`src/design/tts_pkg.sv`:
```
// Shared types and constants for the text terminal with scrolling.
// Holds the command word passed from the front to the back, opcodes and codes.
// No dependencies.
`default_nettype none

package tts_pkg;

  localparam int DEF_COLUMNS = 40;
  localparam int DEF_ROWS    = 30;

  // widths that cover the full parameter range
  localparam int REQ_ROW_W = 6;
  localparam int REQ_COL_W = 7;

  localparam logic [7:0] CH_TAB   = 8'd9;
  localparam logic [7:0] CH_LF    = 8'd10;
  localparam logic [7:0] CH_CR    = 8'd13;
  localparam logic [7:0] CH_FIRST = 8'd32;
  localparam logic [7:0] CH_DEL   = 8'd127;
  localparam logic [6:0] BLANK_CODE = 7'h20;

  typedef enum logic [1:0] {
    OP_PUT    = 2'd0,
    OP_SETPOS = 2'd1,
    OP_CLEAR  = 2'd2,
    OP_READ   = 2'd3
  } op_e;

  typedef enum logic [2:0] {
    CMD_PRINT,
    CMD_LF,
    CMD_CR,
    CMD_TAB,
    CMD_SETPOS,
    CMD_CLEAR,
    CMD_READ,
    CMD_NONE
  } cmd_kind_e;

  typedef struct packed {
    cmd_kind_e            kind;
    logic [6:0]           code;
    logic [REQ_ROW_W-1:0] row;
    logic [REQ_COL_W-1:0] col;
  } cmd_t;

  typedef enum logic [1:0] {
    BK_IDLE,
    BK_READ,
    BK_SWEEP
  } bk_state_e;

endpackage

`default_nettype wire

```
`src/design/tts_front.sv`:
```
// Front end of the text terminal: accepts input words and classifies them.
// Decodes the operation and character, clamps position requests. Uses tts_pkg.
`default_nettype none

module tts_front #(
  parameter int COLUMNS = tts_pkg::DEF_COLUMNS,
  parameter int ROWS    = tts_pkg::DEF_ROWS
) (
  input  wire logic              in_valid_i,
  output logic                   in_ready_o,
  input  wire logic [1:0]        operation_i,
  input  wire logic [7:0]        char_code_i,
  input  wire logic signed [7:0] row_request_i,
  input  wire logic signed [7:0] col_request_i,
  input  wire logic              q_full_i,
  input  wire logic              init_busy_i,
  output logic                   push_o,
  output tts_pkg::cmd_t          cmd_o
);
  import tts_pkg::*;

  logic [7:0] row_raw, col_raw, row_c, col_c;

  assign row_raw = row_request_i;
  assign col_raw = col_request_i;

  always_comb begin
    if (row_raw[7]) begin
      row_c = '0;
    end else if (row_raw >= 8'(ROWS)) begin
      row_c = 8'(ROWS - 1);
    end else begin
      row_c = row_raw;
    end
    if (col_raw[7]) begin
      col_c = '0;
    end else if (col_raw >= 8'(COLUMNS)) begin
      col_c = 8'(COLUMNS - 1);
    end else begin
      col_c = col_raw;
    end
  end

  always_comb begin
    cmd_o.code = char_code_i[6:0];
    cmd_o.row  = REQ_ROW_W'(row_c);
    cmd_o.col  = REQ_COL_W'(col_c);
    unique case (op_e'(operation_i))
      OP_PUT: begin
        if (char_code_i == CH_LF) begin
          cmd_o.kind = CMD_LF;
        end else if (char_code_i == CH_CR) begin
          cmd_o.kind = CMD_CR;
        end else if (char_code_i == CH_TAB) begin
          cmd_o.kind = CMD_TAB;
        end else if (char_code_i >= CH_FIRST && char_code_i < CH_DEL) begin
          cmd_o.kind = CMD_PRINT;
        end else begin
          cmd_o.kind = CMD_NONE;
        end
      end
      OP_SETPOS: cmd_o.kind = CMD_SETPOS;
      OP_CLEAR:  cmd_o.kind = CMD_CLEAR;
      OP_READ:   cmd_o.kind = CMD_READ;
      default:   cmd_o.kind = CMD_NONE;
    endcase
  end

  assign in_ready_o = !q_full_i && !init_busy_i;
  assign push_o     = in_valid_i && in_ready_o;

endmodule

`default_nettype wire

```
`config.mk`:
```
export PLATFORM = sky130hd
export DESIGN_NAME = tts_front
export DESIGN_NICKNAME = d
export VERILOG_FILES = /design/src/design/tts_pkg.sv /design/src/design/tts_front.sv
export SDC_FILE = /design/constraint.sdc
export NUM_CORES = 1
export LEC_CHECK = 0
export BUFFER_PORTS_ARGS = -buffer_cell sky130_fd_sc_hd__buf_2
export CAP_MARGIN = 15
export CELL_PAD_IN_SITES_DETAIL_PLACEMENT = 0
export CELL_PAD_IN_SITES_GLOBAL_PLACEMENT = 1
export CORE_AREA = 2 2 49 51
export DETAILED_ROUTE_END_ITERATION = 6
export DIE_AREA = 0 0 51 53
export PLACE_DENSITY_LB_ADDON = 0.1
export SYNTH_ARGS = -nofsm -noshare
export SYNTH_HDL_FRONTEND = slang
export SYNTH_SLANG_ARGS = --single-unit
```
`constraint.sdc`:
```
create_clock -name vclk -period 1.7
set_clock_uncertainty 0.15 [all_clocks]
set_input_delay 0.34 -clock vclk [all_inputs]
set_output_delay 0.34 -clock vclk [all_outputs]
set_load 0.01 [all_outputs]
```
### After elaboration in Yosys (flattened, before gate mapping)

Cells that the tools add are included.

* magnitude comparators: 4
* equal/unequal tests: 6
* mux-type cells: 9
* reductions and logical operators: 6

Operators by type and width (count)
* $eq 8x4->1 const B: 3
* $ge 8x6->1 const B: 2
* $mux 7: 2
* $mux 3: 4
* $mux 6: 2
* $pmux 3 s4: 1
* $ge 8x5->1 const B: 1
* $lt 8x7->1 const B: 1
* $eq 2x2->1 const B: 2
* $logic_and 1x1->1: 3
* $eq 2x1->1 const B: 1
* $logic_not 1->1: 2
* $logic_not 2->1: 1

* register bits after elaboration: 0
* input port bits: 29
* output and inout port bits: 25
* word-level logic and storage cells: 25

### Logic depth before layout (Yosys ltp)

* depth in word-level cells: 7
* gate-level depth with buffers: 4
* depth with buffers taken out: 4

### Worst setup path after synthesis

Ideal clock, no wire load.

* path type: input to output
* from: input port char_code_i[7]
* to: output port cmd_o[22] (netlist name)
* data arrival time: 1.063 ns
* required time: 1.210 ns
* setup slack: 0.147 ns
* cell stages on the path: 3
* buffers on the path: 0
* path through: or4_4 -> nor3_2 -> o21bai_1

RTL lines
* from (decl): line tts_front.sv:12 `input wire logic [7:0] char_code_i,`
* to (decl): line tts_front.sv:18 `output tts_pkg::cmd_t cmd_o`

==> impl_metrics.toml <==
[run_status]
status = "finished with violations"
violations = "negative setup slack"

[grt]
overflow = 0
grt_max_degree = 7
grt_pass1_vias = 450
grt_pass1_wl_um = 1750
antenna_found_initial = 0
grt_use_total_pct = 7.83

[drt]
routed_wl_um = 1120
via_per_inst = 4.11
drt_iter0_markers = 1
dr.pass1.iters = 3
drc_errors = 0
wl_per_cell_um = 8.43
final_antenna_net_count = 0
dr_total_vias = 547

[yosys]
synthCells = 54
synth_top_area_cell = "buf_4"
avgSynthCellArea_um2 = 5.75
yosys_warnings = 0
ys_seq_area_share_pct = 0
synth_area_leaders = "buf_4, nor2_1, nor3_1, and2_1, nand2_1"
syn_area_um2 = 310
yosysUniqueCellTypes = 21
synth_top_area_share_pct = 21.8

[power]
swShare_pct = 46.8
total_power_uw = 153
ir_worst_vdd_mv = 0.0750
clkPwrFrac_pct = 0
intPower_uw = 81.2
seq_power_share_pct = 0
static-leakage-power_uw = 0.000356
power-per-cell-area_mw_per_mm2 = 236
comb_power_share_pct = 100.0
p_sw_uw = 71.5

[floorplanning]
core_mm2 = 0.00215
fp.dieW_um = 51
ios = 54
placementRows = 17
die_area_mm2 = 0.00270
initial_core_util_pct = 14.4
die_h_um = 53

[cells_and_area]
nets = 136
antennaDiodeCount = 0
drive_gt1_share_pct = 61.9
finalInstanceArea_um2 = 646
syn2layout_area_growth_pct = 108
nClkBuffers = 0
seqCellArea_um2 = 0
seq_cell_count = 0

[placement]
gp_congestion = 0.608
post_dp_cell_area_um2 = 587
hpwl_um = 1030
io_buffers = 52

[worst_setup_path]
startpoint = "char_code_i[7]"
worstPathArrival_ns = 1.27
crit_path_start_kind = "primary input"
crit_fanout = 2
crit_type = "in -> out"
worstPathRequired_ns = 1.21
cp-end-kind = "primary output"

[sta]
slew_violations = 0
setup_viol = 1
fmax_ghz = 0.567
hold_viol = 0
fin_ws_ns = -0.0636
rsz0062_at_grt = "yes"
fin_crit_sh_pct = 104
period_minus_slack_ns = 1.76

[min_path]
hold_path.class = "in -> out"
hold_path_end = "cmd_o[14]"
hold-path-cell-count = 2
worstHoldStart = "char_code_i[1]"

[job]
maxCapViolCount = 0
worst max-delay path: stages:
cell	delay, ns
buf_6	0.09
or4_4	0.52
nor3_2	0.11
o21bai_1	0.07
buf_2	0.14
kinds of logic after synthesis:
group | count (synthesis) | share of synthesized area (%)
other | 1 | 1.21
AO/OA/AOI/OAI | 8 | 17.3
AND/OR/NAND/NOR | 35 | 58.5
buffers and inverters | 10 | 23.0
layer usage:
layer	GRT usage, %	share of wire (%)	wire length, µm
met2	15.8	50	561
met4	0	0	0
met5	0	0	0
met1	9.76	39	441
met3	0	11	118
power by group through the flow:
stage / combinational, µW / sequential [µW] / clock [µW]
floorplan: 65.9 / 0 / 0
global placement: 142 / 0 / 0
detailed placement: 141 / 0 / 0
CTS: 149 / 0 / 0
global route: 170 / 0 / 0
finish: 153 / 0 / 0
layout by cell type, fill, tap and decap left out:
cell and instances:
buf_2 46, nor2_1 14, nor3_1 7, buf_4 7, buf_6 6, nand2_1 3, and2_1 3, nand4_1 2
conb_1 2, nor3b_1 1, nand2_2 1, o22ai_2 1, and4bb_1 1, inv_1 1, o31ai_2 1, a21oi_1 1
or2_2 1, o21ai_1 1, o21a_1 1, or4_4 1, nor3_2 1, o21bai_1 1, a211o_1 1, a31oi_1 1
repair_timing:
item                       4_1_cts  5_1_grt
setup endpoints to repair        3        3
pin swaps                        1        1
hold buffers                     0        0
resized for setup                6        3
setup buffers                    0        1
area by class of cell:
class | count | area [µm²]
Timing Repair Buffer | 59 | 350
Multi-Input combinational cell | 45 | 256
Inverter | 1 | 3.75
Tap cell | 28 | 35.0
Fill cell | 243 | 1500
stage by stage:
stage	setup TNS [ns]	hold slack (ns)	utilization, %	setup slack (ns)	instances
6_report	-0.0636	0.713	30.1	-0.0636	133
5_1_grt	-0.153	0.727	30.1	-0.0811	133
4_1_cts	-0.0881	0.717	28.9	-0.0708	132
3_5_place_dp	-0.120	0.741	27.3	-0.0844	132
3_3_place_gp	-0.121	0.738	27.3	-0.0681	132
2_1_floorplan	0	0.574	-	0.147	55
cells in the mapped netlist:
| library cell | number |
|---|---|
| o21a_1 | 1 |
| a31oi_1 | 1 |
| nor3_2 | 1 |
| o21ai_1 | 1 |
| inv_1 | 1 |
| nor3_1 | 7 |
| buf_4 | 9 |
| and2_1 | 3 |
| and4bb_1 | 1 |
| conb_1 | 1 |
| a21oi_1 | 1 |
| nor3b_1 | 1 |
| nand2_1 | 4 |
| a211o_1 | 1 |
| nor2_1 | 14 |
| o31ai_1 | 1 |
| or4_4 | 1 |
| o21bai_1 | 1 |
| or2_2 | 1 |
| nand4_1 | 2 |
| o22ai_1 | 1 |
worst max path at each step:
stage          cells after the start         to  slack (ns)
5_1_grt                            5  cmd_o[22]       -0.08
6_report                           5  cmd_o[22]       -0.06
2_1_floorplan                      3  cmd_o[22]        0.15
3_5_place_dp                       5  cmd_o[22]       -0.08
4_1_cts                            5  cmd_o[22]       -0.07
3_3_place_gp                       5  cmd_o[22]       -0.07
Power figures use the tool's default switching activity.
