<file path="config.mk">
export PLATFORM = sky130hd
export DESIGN_NAME = tts_queue
export DESIGN_NICKNAME = d
export VERILOG_FILES = /design/src/design/tts_pkg.sv /design/src/design/tts_queue.sv
export SDC_FILE = /design/constraint.sdc
export NUM_CORES = 1
export LEC_CHECK = 0
export BUFFER_PORTS_ARGS = -buffer_cell sky130_fd_sc_hd__buf_2
export CORE_UTILIZATION = 51
export DETAILED_ROUTE_END_ITERATION = 8
export HOLD_SLACK_MARGIN = 0.05
export PLACE_DENSITY = 0.86
export SLEW_MARGIN = 20
export SYNTH_ARGS = -nofsm -noshare
export SYNTH_HDL_FRONTEND = slang
export SYNTH_SLANG_ARGS = --single-unit
</file>
<file path="constraint.sdc">
create_clock -name clk_i -period 2.6 [get_ports clk_i]
set_input_delay 0.13 -clock clk_i [delete_from_list [all_inputs] [get_ports clk_i]]
set_output_delay 0.13 -clock clk_i [all_outputs]
set_load 0.01 [all_outputs]
</file>
<file path="src/design/tts_pkg.sv">
// Shared types and constants for the text terminal with scrolling.
// Holds the command word passed from the front to the back, opcodes and codes.
// No dependencies.
`default_nettype none

package tts_pkg;

  localparam int DEF_COLUMNS = 40;
  localparam int DEF_ROWS    = 30;

  // widths that cover the full parameter range
  localparam int REQ_ROW_W = 6;
  localparam int REQ_COL_W = 7;

  localparam logic [7:0] CH_TAB   = 8'd9;
  localparam logic [7:0] CH_LF    = 8'd10;
  localparam logic [7:0] CH_CR    = 8'd13;
  localparam logic [7:0] CH_FIRST = 8'd32;
  localparam logic [7:0] CH_DEL   = 8'd127;
  localparam logic [6:0] BLANK_CODE = 7'h20;

  typedef enum logic [1:0] {
    OP_PUT    = 2'd0,
    OP_SETPOS = 2'd1,
    OP_CLEAR  = 2'd2,
    OP_READ   = 2'd3
  } op_e;

  typedef enum logic [2:0] {
    CMD_PRINT,
    CMD_LF,
    CMD_CR,
    CMD_TAB,
    CMD_SETPOS,
    CMD_CLEAR,
    CMD_READ,
    CMD_NONE
  } cmd_kind_e;

  typedef struct packed {
    cmd_kind_e            kind;
    logic [6:0]           code;
    logic [REQ_ROW_W-1:0] row;
    logic [REQ_COL_W-1:0] col;
  } cmd_t;

  typedef enum logic [1:0] {
    BK_IDLE,
    BK_READ,
    BK_SWEEP
  } bk_state_e;

endpackage

`default_nettype wire

</file>
<file path="src/design/tts_queue.sv">
// Two-entry command queue between the front and back of the text terminal.
// Stores tts_pkg::cmd_t words. Uses tts_pkg.
`default_nettype none

module tts_queue (
  input  wire logic          clk_i,
  input  wire logic          rst_ni,
  input  wire logic          push_i,
  input  wire tts_pkg::cmd_t cmd_i,
  input  wire logic          pop_i,
  output logic               full_o,
  output logic               valid_o,
  output tts_pkg::cmd_t      cmd_o
);
  import tts_pkg::*;

  cmd_t       entries_q [2];
  logic       wr_ptr_q, rd_ptr_q;
  logic [1:0] count_q;

  assign full_o  = (count_q == 2'd2);
  assign valid_o = (count_q != 2'd0);
  assign cmd_o   = entries_q[rd_ptr_q];

  always_ff @(posedge clk_i) begin
    if (push_i) begin
      entries_q[wr_ptr_q] <= cmd_i;
    end
  end

  always_ff @(posedge clk_i or negedge rst_ni) begin
    if (!rst_ni) begin
      wr_ptr_q <= 1'b0;
      rd_ptr_q <= 1'b0;
      count_q  <= 2'd0;
    end else begin
      if (push_i) begin
        wr_ptr_q <= ~wr_ptr_q;
      end
      if (pop_i) begin
        rd_ptr_q <= ~rd_ptr_q;
      end
      if (push_i && !pop_i) begin
        count_q <= count_q + 2'd1;
      end else if (pop_i && !push_i) begin
        count_q <= count_q - 2'd1;
      end
    end
  end

endmodule

`default_nettype wire

</file>
After elaboration in Yosys (flattened, before gate mapping)
Memory sizes are Yosys's and may differ from the RTL's.
Index checks and enable logic that the tools add are counted.
W data, S select, Z words.
Word-level totals
  latch bits: 0
  register bits after elaboration: 4
  bits of input ports: 27
  word-level logic and storage cells: 19
  ROM bits: 0
  memory bits (writable): 46
  memories: 1
  output and inout port bits: 25
Operators by class
  bitwise logic cells: 2
  multiply operators: 0
  reduce and logical (&&, ||, !) cells: 6
  muxes and demuxes: 4
  div/mod/pow operators: 0
  equal/unequal tests: 1
  shift operators: 0
  magnitude comparators: 0
  $add $sub $neg: 2
Memory list
  entries_q: depth 2, bits a word 23, read ports 1, clocked after Yosys merged registers in 0, wr ports 1, RTL line tts_queue.sv:17  | cmd_t entries_q [2];
Operator list (count)
  $mux W2: 2
  $reduce_bool A2 Y1: 2
  $add A2 B1 Y2 const B: 1
  $eq A2 B2 Y1 const B: 1
  $logic_and A1 B1 Y1: 2
  $logic_not A1 Y1: 2
  $mux W1: 2
  $not A1 Y1: 2
  $sub A2 B1 Y2 const B: 1

Depth between registers and ports, before layout
  word-level depth: 4
  depth in mapped cells: 5

Least setup slack after synthesis
OpenSTA, ideal clock, no wires.
  path type: register -> register
  from: register wr_ptr_q
  to: memory entries_q[0][0] (netlist bit) (enable)
  stages on the path, launching flop included: 2
  arrival: 1.446 ns
  path buffers: 0
  setup time: 0.405 ns
  setup slack: 0.748 ns
  cell sequence: dfrtp_1 -> nor2b_1
RTL lines
  from (decl): RTL line tts_queue.sv:18  | logic wr_ptr_q, rd_ptr_q;
  from (signal assigned): RTL line tts_queue.sv:38  | wr_ptr_q <= ~wr_ptr_q;
  to (decl): RTL line tts_queue.sv:17
No word-level cell before the write port.

==> results.yml <==
critical_path:
  worst-endpoint-required_ps: 2470
  worstSetupStartpointType: "flop"
  timing.setup.critical_path_class: "flop to output pin"
  crit_chain: "buf_4, mux2_4, buf_2"
  critical_path.n_buffers_inverters: 2
  crit_fanout: 20
  reg2regPathDepth: 2
  cpLargestDelayFamily: "buffers and inverters"
  cp_data_arrival_time_ps: 1630
  max_stage_delay_ps: 450
  worstReg2RegStart: "wr_ptr_q"
  cpMaxStageDelayCell: "sky130_fd_sc_hd__dfrtp_1"
  r2r_setup_slack_ps: 1090
  cp-end-kind: "output pin"
  r2r_end: "entries_q[0][19]"
clock_tree:
  cts_inserted_buffers: 5
  cts_repair_resize_count: 0
  clkTransAtPathRegs_ps: 80
  post-cts-setup-buffers: 0
  cts_max_path_buffers: 2
  cell_at_the_root_of_the_clock_tree: "sky130_fd_sc_hd__clkbuf_8"
  tritoncts: "built"
  tritoncts_num_sinks: 50
  clock_latency_ps: 300
  cts_h_tree_depth: 2
drt:
  vias_per_cell: 4.72
  drt-wirelength-per-cell_um: 13.9
  number_of_drc_markers_after_the_initial_detailed_route_iteration: 35
  drtAntennaViolNets: 0
  drt-total-wl_um: 3070
  drt_first_pass_iters: 3
  vias: 1039
  detail_route.drc_violations: 0
die:
  initial_core_util_pct: 53.3
  die-width_um: 63.9
  io_pins: 52
  dieHeight_um: 63.9
  std_cell_rows: 22
  dieArea_um2: 4080
  coreArea_um2: 3660
power_and_ir_drop:
  leakage_power_nw: 1.07
  clock_power_share_pct: 21.3
  switching_power_uw: 699
  netSwitchingFraction_pct: 28.0
  seq_power_share_pct: 45.8
  max-vdd-ir-drop_v: 0.000648
  totalPowerFinal_mw: 2.50
  p_per_area_nw_per_um2: 961
  comb_power_share_pct: 32.8
  intPower_mw: 1.80
run_status:
  outcome: "complete, no violations"
timing:
  final.setup.tns_ps: 0
  fmax_achieved_mhz: 568
  finalWorstPathRequiredPeriod_ps: 1760
  grt_setup_unrepaired: "false"
  fin_crit_sh_pct: 67.7
  timing.clock.skew_ps: 2.25
  actual_slew_at_the_worst_max_slew_pin_ps: 557
  slew_violations: 0
  max-slew-margin-rel_pct: 62.7
  timing.final.hold_violations: 0
  finalSetupViolations: 0
grt:
  maximum_number_of_pins_on_one_net_before_global_route_repair: 21
  grt_first_pass_wirelength_um: 4740
  global_route.usage.met2_pct: 25.9
  globalRouteMet1Util_pct: 20.2
  grt_most_used_layer: "met2"
  grt.met3_usage_pct: 5.36
  grt_antenna_before_repair: 0
  global_route.overflow_total: 0
  all_layer_global_routing_usage_pct: 16.1
  first_global_vias: 1052
final_layout:
  syn_to_final_growth_pct: 33.4
  post_route_cells_drive_above_1_share_pct: 50.6
  instances_no_fill: 220
  fillerInstances: 251
  number_of_nets_in_the_final_layout: 199
  multi_input_area_um2: 418
  regArea_um2: 1480
  antenna_cells: 0
worst_hold_path:
  min_delay_path_depth: 2
  holdCritPathClass: "primary input to flop"
  holdCritStartpoint: "push_i"
  min_delay_endpoint: "wr_ptr_q"
synthesis:
  synth-async-reset-ratio_pct: 8.00
  netlist_area_um2: 1950
  yosys_warnings: 0
  synth_enable_flop_cells: 46
  post-synth-top-count-cell: "sky130_fd_sc_hd__edfxtp_1"
  synth_largest_type_area_fraction_pct: 70.8
  synth.cells.most_frequent: "46 x sky130_fd_sc_hd__edfxtp_1, 19 x sky130_fd_sc_hd__mux2_4, 4 x sky130_fd_sc_hd__dfrtp_1, 4 x sky130_fd_sc_hd__mux2_2, 4 x sky130_fd_sc_hd__xor2_1"
  syn-num-nets: 116
  yosys.cell_types.count: 14
  synth_seq_cells: 50
  synthCells: 88
  synth_sequential_area_ratio_pct: 75.9
  synth_area_leader_cell: "sky130_fd_sc_hd__edfxtp_1"
  post_synth_main_area_contributors: "sky130_fd_sc_hd__edfxtp_1 71%, sky130_fd_sc_hd__mux2_4 15%, sky130_fd_sc_hd__dfrtp_1 5.1%, sky130_fd_sc_hd__mux2_2 2.3%, sky130_fd_sc_hd__buf_12 2.1%"
  post_synth.cell_area_avg_um2: 22.2
  synth-main-ff-cell: "sky130_fd_sc_hd__edfxtp_1"
place:
  gpl.final_weighted_congestion: 0.611
  port_buffers: 51
  placed_cells_incl_taps: 187
  dpl.hpwl_um: 2100
job:
  maxCapViolCount: 0
area by class of cell:
cell class	instances	area share [%]
Inverter	1	0.144
Multi-Input combinational cell	34	16.0
Clock buffer	5	2.64
Clock inverter	3	1.68
Timing Repair Buffer	79	20.3
Tap cell	48	2.31
Sequential cell	50	56.9
how the worst max path moves through the flow:
stage / to / start / cells past startpoint / slack (ps)
floorplan: entries_q[0][0] / wr_ptr_q / 1 / 750
detailed placement: entries_q[0][18] / wr_ptr_q / 2 / 1060
global placement: entries_q[0][18] / wr_ptr_q / 2 / 1160
CTS: cmd_o[12] / rd_ptr_q / 3 / 840
finish: cmd_o[6] / rd_ptr_q / 3 / 840
global route: cmd_o[12] / rd_ptr_q / 3 / 760
per-layer routing:
metal | routed length, µm | vias to the layer above
met5 | 0 | -
met1 | 1330 | 496
met3 | 193 | 5
li1 | - | 497
met2 | 1510 | 41
met4 | 36 | 0
registers in the layout (all words and copies together), names as in the netlist:
name       cells
entries_q     46
count_q        2
rd_ptr_q       1
wr_ptr_q       1
worst register-to-register path: stages, from the launching register on:
cell                      delay [ps]
sky130_fd_sc_hd__dfrtp_1         420
sky130_fd_sc_hd__nor2b_2         470
sky130_fd_sc_hd__buf_4           320
placed cells by master (no fill, tap or decap), types with 3 or more instances in the layout:
cell	n
sky130_fd_sc_hd__buf_2	51
sky130_fd_sc_hd__buf_4	3
sky130_fd_sc_hd__clkbuf_8	5
sky130_fd_sc_hd__dfrtp_1	4
sky130_fd_sc_hd__dlygate4sd3_1	25
sky130_fd_sc_hd__edfxtp_1	46
sky130_fd_sc_hd__mux2_2	4
sky130_fd_sc_hd__mux2_4	19
sky130_fd_sc_hd__xor2_1	4
through the flow:
step                      hold slack (ps)  setup WS, ps  area (µm²)  utilization (%)
after floorplan                      -166           748        1950                -
after global placement              -61.7          1160        2240             61.2
after detailed placement            -58.0          1060        2240             61.2
after CTS                            54.7           835        2600             71.1
after global routing                 67.3           760        2600             71.1
final                                57.4           840        2600             71.1
power by group through the flow:
stage / clock network (mW) / registers [mW] / logic (mW)
finish: 0.534 / 1.15 / 0.821
global route: 0.558 / 1.16 / 0.880
CTS: 0.540 / 1.15 / 0.829
detailed placement: 0 / 1.17 / 0.798
global placement: 0 / 1.15 / 0.783
floorplan: 0 / 1.14 / 0.631
kinds of logic after synthesis:
kind of cell	Yosys count	share of synthesized area, %
mux	23	16.9
flops	50	75.9
buf+inv	4	2.82
simple gates	5	1.47
xor+xnor	5	2.24
fa+ha+maj	1	0.641
what timing repair did:
item,4_1_cts,5_1_grt
setup endpoints to repair,0,0
hold buffers,25,0
endpoints found under the hold margin,51,0
No activity file was read; power rests on OpenSTA's default activity.
